<file path="src/rtl/core/plst_pkg.sv">
package plst_pkg;

  localparam int HOST_COUNT = 64;
  localparam int COUNT_BITS = 24;

  localparam int HOST_AW    = (HOST_COUNT > 1) ? $clog2(HOST_COUNT) : 1;
  localparam int HOST_W     = 6;
  localparam int LAT_W      = 20;
  localparam int MISS_W     = 16;
  localparam int SUM_W      = 44;
  localparam int SQ_W       = 64;
  localparam int OUT_W      = 20;
  localparam int TOT_W      = 24;
  localparam int DROP_W     = 17;
  localparam int DROP_FRAC  = 16;
  localparam int CFG_IDX_W  = 4;
  localparam int CFG_DATA_W = 16;

  localparam int MUL_W      = (SUM_W > COUNT_BITS) ? SUM_W : COUNT_BITS;
  localparam int PROD_W     = (COUNT_BITS + SQ_W > 2 * SUM_W) ? COUNT_BITS + SQ_W : 2 * SUM_W;
  localparam int DEN_W      = 2 * COUNT_BITS;
  localparam int SQRT_W     = 2 * OUT_W;
  localparam int SQRT_STEPS = OUT_W;
  localparam int CNT_W      = $clog2(PROD_W + 1);

  localparam logic [CFG_IDX_W-1:0] CFG_RESOLVE_ENABLE = CFG_IDX_W'(0);
  localparam logic [CFG_IDX_W-1:0] CFG_MISS_THRESHOLD = CFG_IDX_W'(1);

  localparam logic KIND_RECORD = 1'b0;
  localparam logic KIND_REPORT = 1'b1;

  typedef struct packed {
    logic              kind;
    logic [HOST_W-1:0] host_index;
    logic              answered;
    logic [LAT_W-1:0]  latency_us;
  } in_item_t;

  typedef struct packed {
    logic [HOST_W-1:0] host_echo;
    logic              resolve_request;
    logic              has_probes;
    logic              has_replies;
    logic [TOT_W-1:0]  sent_total;
    logic [TOT_W-1:0]  received_total;
    logic [OUT_W-1:0]  mean_latency;
    logic [OUT_W-1:0]  stddev_latency;
    logic [DROP_W-1:0] drop_rate;
  } out_item_t;

  typedef struct packed {
    logic [COUNT_BITS-1:0] sent;
    logic [COUNT_BITS-1:0] recv;
    logic [MISS_W-1:0]     miss;
    logic [SUM_W-1:0]      sum;
    logic [SQ_W-1:0]       sq;
  } entry_t;

  typedef struct packed {
    logic [COUNT_BITS-1:0] sent;
    logic [COUNT_BITS-1:0] n;
    logic [SUM_W-1:0]      sum;
    logic [SQ_W-1:0]       sq;
  } rpt_args_t;

  typedef struct packed {
    logic [COUNT_BITS-1:0] sent;
    logic [COUNT_BITS-1:0] n;
    logic [OUT_W-1:0]      mean;
    logic [OUT_W-1:0]      stddev;
    logic [DROP_W-1:0]     drop;
  } rpt_res_t;

  typedef enum logic [1:0] {
    ST_IDLE,
    ST_ACCESS,
    ST_CALC
  } top_state_e;

  typedef enum logic [3:0] {
    RS_IDLE,
    RS_MUL_SQ,
    RS_MUL_SUM,
    RS_MUL_DEN,
    RS_DIV_VAR,
    RS_SQRT,
    RS_DIV_MEAN,
    RS_DIV_DROP,
    RS_DONE
  } rpt_state_e;

endpackage

</file>
<file path="src/rtl/core/plst_report.sv">
module plst_report (
  input  logic                clk_i,
  input  logic                rst_ni,
  input  logic                start_i,
  input  plst_pkg::rpt_args_t args_i,
  input  logic                ack_i,
  output logic                done_o,
  output plst_pkg::rpt_res_t  res_o
);

  localparam int PW = plst_pkg::PROD_W;
  localparam int DW = plst_pkg::DEN_W;
  localparam int SW = plst_pkg::SQRT_W;
  localparam int CW = plst_pkg::COUNT_BITS;
  localparam int OW = plst_pkg::OUT_W;

  plst_pkg::rpt_state_e state_q, state_d;

  logic [plst_pkg::CNT_W-1:0]  cnt_q;
  logic [CW-1:0]               n_q, sent_q;
  logic [plst_pkg::SUM_W-1:0]  sum_q;
  logic [PW-1:0]               a_q, p_q, prod_sq_q, prod_sum_q;
  logic [plst_pkg::MUL_W-1:0]  b_q;
  logic [PW-1:0]               dvd_q, quo_q;
  logic [DW-1:0]               rem_q, dvs_q;
  logic [SW-1:0]               v_q, res_q, bit_q;
  logic                        big_q;
  logic [OW-1:0]               sd_q, mean_q;
  logic [plst_pkg::DROP_W-1:0] drop_q;

  logic [PW-1:0] p_step;
  logic [DW:0]   rem_sh;
  logic          rem_ge;
  logic [DW-1:0] rem_nx;
  logic [PW-1:0] quo_nx;
  logic [SW-1:0] sq_try, res_nx;
  logic          sq_ge;
  logic          mul_last, div_last, sqrt_last;

  assign p_step    = b_q[0] ? p_q + a_q : p_q;
  assign rem_sh    = {rem_q, dvd_q[PW-1]};
  assign rem_ge    = rem_sh >= {1'b0, dvs_q};
  assign rem_nx    = rem_ge ? DW'(rem_sh - {1'b0, dvs_q}) : DW'(rem_sh);
  assign quo_nx    = {quo_q[PW-2:0], rem_ge};
  assign sq_try    = res_q + bit_q;
  assign sq_ge     = v_q >= sq_try;
  assign res_nx    = sq_ge ? (res_q >> 1) + bit_q : (res_q >> 1);
  assign mul_last  = cnt_q == plst_pkg::CNT_W'(plst_pkg::MUL_W - 1);
  assign div_last  = cnt_q == plst_pkg::CNT_W'(PW - 1);
  assign sqrt_last = cnt_q == plst_pkg::CNT_W'(plst_pkg::SQRT_STEPS - 1);

  always_comb begin
    state_d = state_q;
    unique case (state_q)
      plst_pkg::RS_IDLE:     if (start_i)  state_d = plst_pkg::RS_MUL_SQ;
      plst_pkg::RS_MUL_SQ:   if (mul_last) state_d = plst_pkg::RS_MUL_SUM;
      plst_pkg::RS_MUL_SUM:  if (mul_last) state_d = plst_pkg::RS_MUL_DEN;
      plst_pkg::RS_MUL_DEN:  if (mul_last) state_d = plst_pkg::RS_DIV_VAR;
      plst_pkg::RS_DIV_VAR:  if (div_last) state_d = plst_pkg::RS_SQRT;
      plst_pkg::RS_SQRT:     if (sqrt_last) state_d = plst_pkg::RS_DIV_MEAN;
      plst_pkg::RS_DIV_MEAN: if (div_last) state_d = plst_pkg::RS_DIV_DROP;
      plst_pkg::RS_DIV_DROP: if (div_last) state_d = plst_pkg::RS_DONE;
      plst_pkg::RS_DONE:     if (ack_i)    state_d = plst_pkg::RS_IDLE;
      default:               state_d = plst_pkg::RS_IDLE;
    endcase
  end

  always_comb begin
    done_o      = state_q == plst_pkg::RS_DONE;
    res_o.sent   = sent_q;
    res_o.n      = n_q;
    res_o.mean   = mean_q;
    res_o.stddev = sd_q;
    res_o.drop   = drop_q;
  end

  always_ff @(posedge clk_i or negedge rst_ni) begin
    if (!rst_ni) begin
      state_q <= plst_pkg::RS_IDLE;
      cnt_q   <= '0;
    end else begin
      state_q <= state_d;
      cnt_q   <= (state_q != state_d) ? '0 : cnt_q + 1'b1;
    end
  end

  always_ff @(posedge clk_i) begin
    unique case (state_q)
      plst_pkg::RS_IDLE: begin
        if (start_i) begin
          n_q    <= args_i.n;
          sent_q <= args_i.sent;
          sum_q  <= args_i.sum;
          a_q    <= PW'(args_i.sq);
          b_q    <= plst_pkg::MUL_W'(args_i.n);
          p_q    <= '0;
        end
      end
      plst_pkg::RS_MUL_SQ, plst_pkg::RS_MUL_SUM, plst_pkg::RS_MUL_DEN: begin
        if (mul_last) begin
          p_q <= '0;
          if (state_q == plst_pkg::RS_MUL_SQ) begin
            prod_sq_q <= p_step;
            a_q       <= PW'(sum_q);
            b_q       <= plst_pkg::MUL_W'(sum_q);
          end else if (state_q == plst_pkg::RS_MUL_SUM) begin
            prod_sum_q <= p_step;
            a_q        <= PW'(n_q - CW'(1));
            b_q        <= plst_pkg::MUL_W'(n_q);
          end else begin
            // variance numerator, negative only after saturation
            dvs_q <= DW'(p_step);
            dvd_q <= (prod_sq_q > prod_sum_q) ? prod_sq_q - prod_sum_q : '0;
            rem_q <= '0;
            quo_q <= '0;
          end
        end else begin
          p_q <= p_step;
          a_q <= a_q << 1;
          b_q <= b_q >> 1;
        end
      end
      plst_pkg::RS_DIV_VAR, plst_pkg::RS_DIV_MEAN, plst_pkg::RS_DIV_DROP: begin
        if (div_last) begin
          rem_q <= '0;
          quo_q <= '0;
          if (state_q == plst_pkg::RS_DIV_VAR) begin
            big_q <= |quo_nx[PW-1:SW];
            v_q   <= quo_nx[SW-1:0];
            res_q <= '0;
            bit_q <= SW'(1) << (SW - 2);
          end else if (state_q == plst_pkg::RS_DIV_MEAN) begin
            mean_q <= (|quo_nx[PW-1:OW]) ? '1 : quo_nx[OW-1:0];
            dvd_q  <= PW'({sent_q - n_q, plst_pkg::DROP_FRAC'(0)});
            dvs_q  <= DW'(sent_q);
          end else begin
            drop_q <= quo_nx[plst_pkg::DROP_W-1:0];
          end
        end else begin
          dvd_q <= dvd_q << 1;
          rem_q <= rem_nx;
          quo_q <= quo_nx;
        end
      end
      plst_pkg::RS_SQRT: begin
        if (sq_ge) begin
          v_q <= v_q - sq_try;
        end
        res_q <= res_nx;
        bit_q <= bit_q >> 2;
        if (sqrt_last) begin
          sd_q  <= big_q ? '1 : res_nx[OW-1:0];
          dvd_q <= PW'(sum_q);
          dvs_q <= DW'(n_q);
        end
      end
      plst_pkg::RS_DONE: begin
      end
      default: begin
      end
    endcase
  end

endmodule

</file>
<file path="config.mk">
export PLATFORM = sky130hd
export DESIGN_NAME = plst_report
export DESIGN_NICKNAME = d
export VERILOG_FILES = /design/src/rtl/core/plst_pkg.sv /design/src/rtl/core/plst_report.sv
export SDC_FILE = /design/constraint.sdc
export NUM_CORES = 2
export LEC_CHECK = 0
export ABC_AREA = 1
export BUFFER_PORTS_ARGS = -buffer_cell sky130_fd_sc_hd__clkbuf_2
export CORE_MARGIN = 4
export CORE_UTILIZATION = 45
export DETAILED_ROUTE_END_ITERATION = 8
export MAX_ROUTING_LAYER = met4
export PLACE_DENSITY = 0.66
export REMOVE_ABC_BUFFERS = 1
export SYNTH_ARGS = -nofsm -noshare
export SYNTH_HDL_FRONTEND = slang
export SYNTH_SLANG_ARGS = --single-unit
</file>
<file path="constraint.sdc">
create_clock -name clk_i -period 9.1 [get_ports clk_i]
set_clock_uncertainty 0.15 [all_clocks]
set_input_delay 0.91 -clock clk_i [delete_from_list [all_inputs] [get_ports clk_i]]
set_output_delay 0.91 -clock clk_i [all_outputs]
set_load 0.02 [all_outputs]
</file>
# After elaboration in Yosys (flattened, before gate mapping)

Index checks and enable logic that the tools add are counted.

Register bits: 948
Bits in latches: 0
Memory bits (writable): 0
ROM bits: 0
Input bits: 160
Output and inout bits: 106
Word-level logic and storage cells: 148
Memories: 0

Add/sub/neg operators: 9
Multipliers: 0
Div/mod/pow operators: 0
Order comparisons: 3
Equality and inequality tests: 25
Shift-type cells: 0
Mux-type cells: 64
Bitwise operators: 3
Reductions and logical operators: 23

Operators by type and width:

| operator                                         | number |
|---|---|
| 88-bit two-way mux                               | 15 |
| 48-bit two-way mux                               | 12 |
| 88-bit one-hot mux with 2 select lines           | 2 |
| 87-bit two-way mux                               | 4 |
| 40-bit two-way mux                               | 8 |
| 88-bit one-hot mux with 3 select lines           | 1 |
| 40-bit one-hot mux with 2 select lines           | 3 |
| 44-bit two-way mux                               | 4 |
| 87-bit one-hot mux with 2 select lines           | 1 |
| 48-bit one-hot mux with 3 select lines           | 1 |
| 48-bit one-hot mux with 2 select lines           | 1 |
| 88-bit adder                                     | 1 |
| 88-bit > comparator                              | 1 |
| 44-bit one-hot mux with 2 select lines           | 1 |
| 88-bit subtractor                                | 1 |
| 68-bit OR reduction                              | 1 |
| 49-bit by 48-bit >= comparator with 1-bit output | 1 |
| 48-bit OR reduction                              | 1 |
| 48-bit subtractor                                | 1 |
| 39-bit by 40-bit adder with 40-bit output        | 1 |
| 40-bit adder                                     | 1 |
| 40-bit >= comparator                             | 1 |
| 40-bit subtractor                                | 1 |
| 4-bit two-way mux                                | 9 |
| 26 further kinds                                 | 54 |

# Logic depth before layout (Yosys ltp)

Depth in word-level cells: 6
Depth in mapped cells: 27
Depth with buffers taken out: 27

# Worst setup path before layout

OpenSTA, ideal clock, no wires.

Path type: reg2reg
Start point: reg cnt_q[0] (netlist name)
End point: reg dvs_q[0] (enable)
Setup time: 710 ps
Arrival: 8818 ps
Required time: 8240 ps
Slack: -578 ps
Cell stages (with the launch flop): 10
Path buffers: 0
Period minus slack after synthesis: 9678 ps
Cells stage by stage: dfrtp_1 > ha_1 > nand2_1 > nor2_1 > nand4_1 > inv_1 > nor2_2 > inv_2 > nand3_1 > a2111oi_0

Longest elaborated chain between the ends: 3
Elaborated cells between the ends (all ways): 7
Classes of those cells: eq/ne: 6; reduce/logical: 1

RTL lines:

| element                                     | RTL line           | text |
|---|---|---|
| from (decl)                                 | plst_report.sv:19  | `logic [plst_pkg::CNT_W-1:0] cnt_q;` |
| from (signal assigned)                      | plst_report.sv:83  | `cnt_q <= (state_q != state_d) ? '0 : cnt_q + 1'b1;` |
| 7-bit equality test (tied with other cells) | plst_report.sv:49  | `assign div_last = cnt_q == plst_pkg::CNT_W'(PW - 1);` |
| 2-bit inequality test (no line)             | --                 |  |
| 8-bit AND reduction (no line) *             | --                 |  |
| to (signal assigned)                        | plst_report.sv:112 | `dvs_q <= DW'(p_step);` |
| to (signal assigned)                        | plst_report.sv:135 | `dvs_q <= DW'(sent_q);` |
| to (signal assigned)                        | plst_report.sv:154 | `dvs_q <= DW'(n_q);` |
| to (decl)                                   | plst_report.sv:25  | `logic [DW-1:0] rem_q, dvs_q;` |

Every way passes the cells marked *; elsewhere a longest branch is shown, timed or not.
A chain may end at the register's enable or synchronous reset.

# Worst setup path in the final report

Start point: reg res_q[14]
End point: reg v_q[12] (enable)

Longest elaborated chain between the ends: 4

RTL lines:

| element                         | RTL line           | text |
|---|---|---|
| from (decl)                     | plst_report.sv:26  | `logic [SW-1:0] v_q, res_q, bit_q;` |
| from (signal assigned)          | plst_report.sv:149 | `res_q <= res_nx;` |
| 40-bit adder                    | plst_report.sv:45  | `assign sq_try = res_q + bit_q;` |
| 40-bit >= comparator            | plst_report.sv:46  | `assign sq_ge = v_q >= sq_try;` |
| 2-bit inequality test (no line) | --                 |  |
| 4-bit AND reduction (no line)   | --                 |  |
| to (signal assigned)            | plst_report.sv:129 | `v_q <= quo_nx[SW-1:0];` |
| to (signal assigned)            | plst_report.sv:147 | `v_q <= v_q - sq_try;` |
| to (decl)                       | plst_report.sv:26  |  |

No other way between the ends.

==> metrics.csv <==
metric;value;unit
status;completed;
drt first pass iters;6;
LEAKAGE;33.86;nW
pin count of the biggest net entering global routing;94;
top cell type's share of synthesized area;41.74;%
Crit. End Element;flop;
Worst path depth;16;
Pwr Total;0.01770;W
most common cell after layout, fill and taps aside;nand2_1;
Final GP Congestion;1.038;
depth of the worst register-to-register path;16;
Max Freq;0.1646;GHz
maximum root-to-sink buffer count;3;
share of layout cells above drive strength 1;6.568;%
die area;152800;um^2
first-pass GRT wire length;377100;um
Die X;390.9;um
GRT Overall Usage;34.08;%
vias in the first global route;59837;
period utilization;66.78;%
Max Cap Viol;0;
syn avg cell area;7.332;um^2
later-pin clock latency in the skew report;760;ps
hold crit path type;in -> reg;
Hold Slack;162.8;ps
critical-path maximum fanout;40;
Worst path max stage delay;680;ps
Register Area;27810;um^2
routed wire length;258000;um
FF+latch count, synth;928;
critical-path cell list;ha_1 > nand2_1 > o21ai_0 > nand2_1 > o311ai_0 > nand2_1 > nand3_1 > xnor2_1 > ha_1 > nand4_1 > nor2_1 > nand4_2 > nand4_4 > nor2_1 > nor3_4 > buf_4;
# DRC;0;
clk slew on worst S/H paths;70;ps
final HPWL from detailed placement;210100;um
std cell rows;140;
cts bufs inserted;105;
Main synth FF type;edfxtp_1;
cell taking the most area after synthesis;edfxtp_1;
DR WL met2;119600;um
M1 WL;108000;um
top sig layer;met4;
Initial Utilization;45.27;%
Via density;5.456;
synthesized area;65980;um^2
CTS resizes;0;
total clock sinks;928;
Worst Max-Slew Pin Slew;1377;ps
# IOs;266;
H-tree Lvls;3;
initial antenna violation count;18;
DP Area;69650;um^2
post-synth cell types;63;
Core Region;145700;um^2
sequential area share after synthesis;42.15;%
Tmin final;6077;ps
Layout area overhead;11.23;%
Die Y;390.9;um
Yosys Warn Count;0;
Final nets;9770;
Slew Viols, Final;0;
Worst setup SP type;flop;
Final Setup Violations;0;
pwr dens;241.2;nW/um^2
CP bufs+invs;1;
CTS tree;yes;
initial drt markers;5830;
Setup CP Type;reg -> reg;
unrepaired setup endpoints after global routing;no;
remaining antenna violation count after routing;0;
GRT overflow;0;
Worst Hold Path Cells;1;
routed via count;61616;
most frequent cells in the layout;2735 x nand2_1, 1546 x inv_1, 1126 x nor2_1, 917 x edfxtp_1;
critical path's slowest cell;o311ai_0;
Post-synth ARST share;1.185;%
CP delay by family, top;simple AND/OR/NAND/NOR gates;
CTS Root Cell;clkbuf_16;
CP most frequent cell;nand2_1;
PortBufs;265;
Synth Instances;8999;
number of synthesized flops with an enable pin;917;
Worst VDD drop;0.0002289;V
wire per inst;22.85;um
fin area;73390;um^2
CP required;9290;ps
top area cells in the synthesized netlist;edfxtp_1 42%, nand2_1 16%, inv_1 8.8%, nor2_1 6.5%, ha_1 6.3%;
Filler cells;14647;
WP data arrival;6270;ps
area of the multi-input gates;31750;um^2
Slew headroom;7.229;%
met3 wire len;20570;um
Hold Violations, Final;0;
## stage by stage
stage	utilization (%)	setup TNS [ps]	setup slack (ps)	std cells
2_1_floorplan	-	-493080	-3704	8837
3_3_place_gp	47.79	0	3052	11084
3_5_place_dp	47.79	0	3065	11084
4_1_cts	50.33	0	3037	11280
5_1_grt	50.35	0	2576	11291
6_report	50.35	0	3023	11293
## sequential cells by signal, indices dropped and copies added (netlist names), 20 cells and up
name,count
a_q,88
dvd_q,88
p_q,88
prod_sq_q,88
prod_sum_q,88
quo_q,87
dvs_q,48
rem_q,48
b_q,44
sum_q,44
res_q,40
v_q,40
n_q,24
sent_q,24
bit_q,20
mean_q,20
sd_q,20
## logic make-up (layout without fill, tap and decap cells)
logic type	Yosys count	count (layout)	share of synthesized area, %
buf+inv	1721	2085	9.899
flops	928	928	42.15
compound gates	1135	1135	9.975
xor+xnor	208	208	2.761
fa+ha+maj	335	335	6.410
other cells	0	13	0
simple gates	4672	4672	28.80
## power by group
group          internal, W  switching [W]
clock              0.00268        0.00195
combinational      0.00197        0.00515
sequential         0.00562       0.000339
## cells in the mapped netlist, types with 90 or more instances
cell type	count
ha_1	330
edfxtp_1	917
nand4_1	125
a21oi_1	429
nand3_1	430
inv_1	1548
nand2_1	2735
nor2_1	1137
clkbuf_1	108
xnor2_1	133
o21ai_0	391
o21bai_1	90
## metal layers
metal | up-vias | GRT usage [%]
met4 | 0 | 12.08
met2 | 2472 | 55.02
met5 | - | -
met1 | 29063 | 44.12
met3 | 413 | 4.612
li1 | 29668 | -
## path summary, 6_finish.rpt
kind	startpoint	slack, ps	endpoint
min	args_i[134]	160	sent_q[2]$_DFFE_PP_
max	res_q[14]$_SDFFCE_PN0P_	3020	v_q[12]$_DFFE_PP_
min reg2reg	quo_q[12]$_SDFFCE_PN0P_	310	drop_q[13]$_DFFE_PP_
min in group asynchronous	rst_ni	550	state_q[0]$_DFF_PN0_
max in group asynchronous	rst_ni	7970	state_q[2]$_DFF_PN0_
max reg2reg	res_q[14]$_SDFFCE_PN0P_	3020	v_q[12]$_DFFE_PP_
## repair_timing
action / CTS / global route
hold endpoints to repair: 11 / 0
buffers inserted: 0 / 0
hold buffers: 1 / 0
## cell type report
| class | instances | area share, % |
|---|---|---|
| repair buffers | 331 | 2.503 |
| clock buffers | 115 | 3.632 |
| inverters | 1559 | 7.984 |
| flip-flops and latches | 928 | 37.90 |
| diodes | 13 | 0.04433 |
| clock inverters | 80 | 1.401 |
| multi-input cells | 6350 | 43.27 |
| well taps | 1917 | 3.268 |
Note: power is estimated with default switching activity, not from simulation.
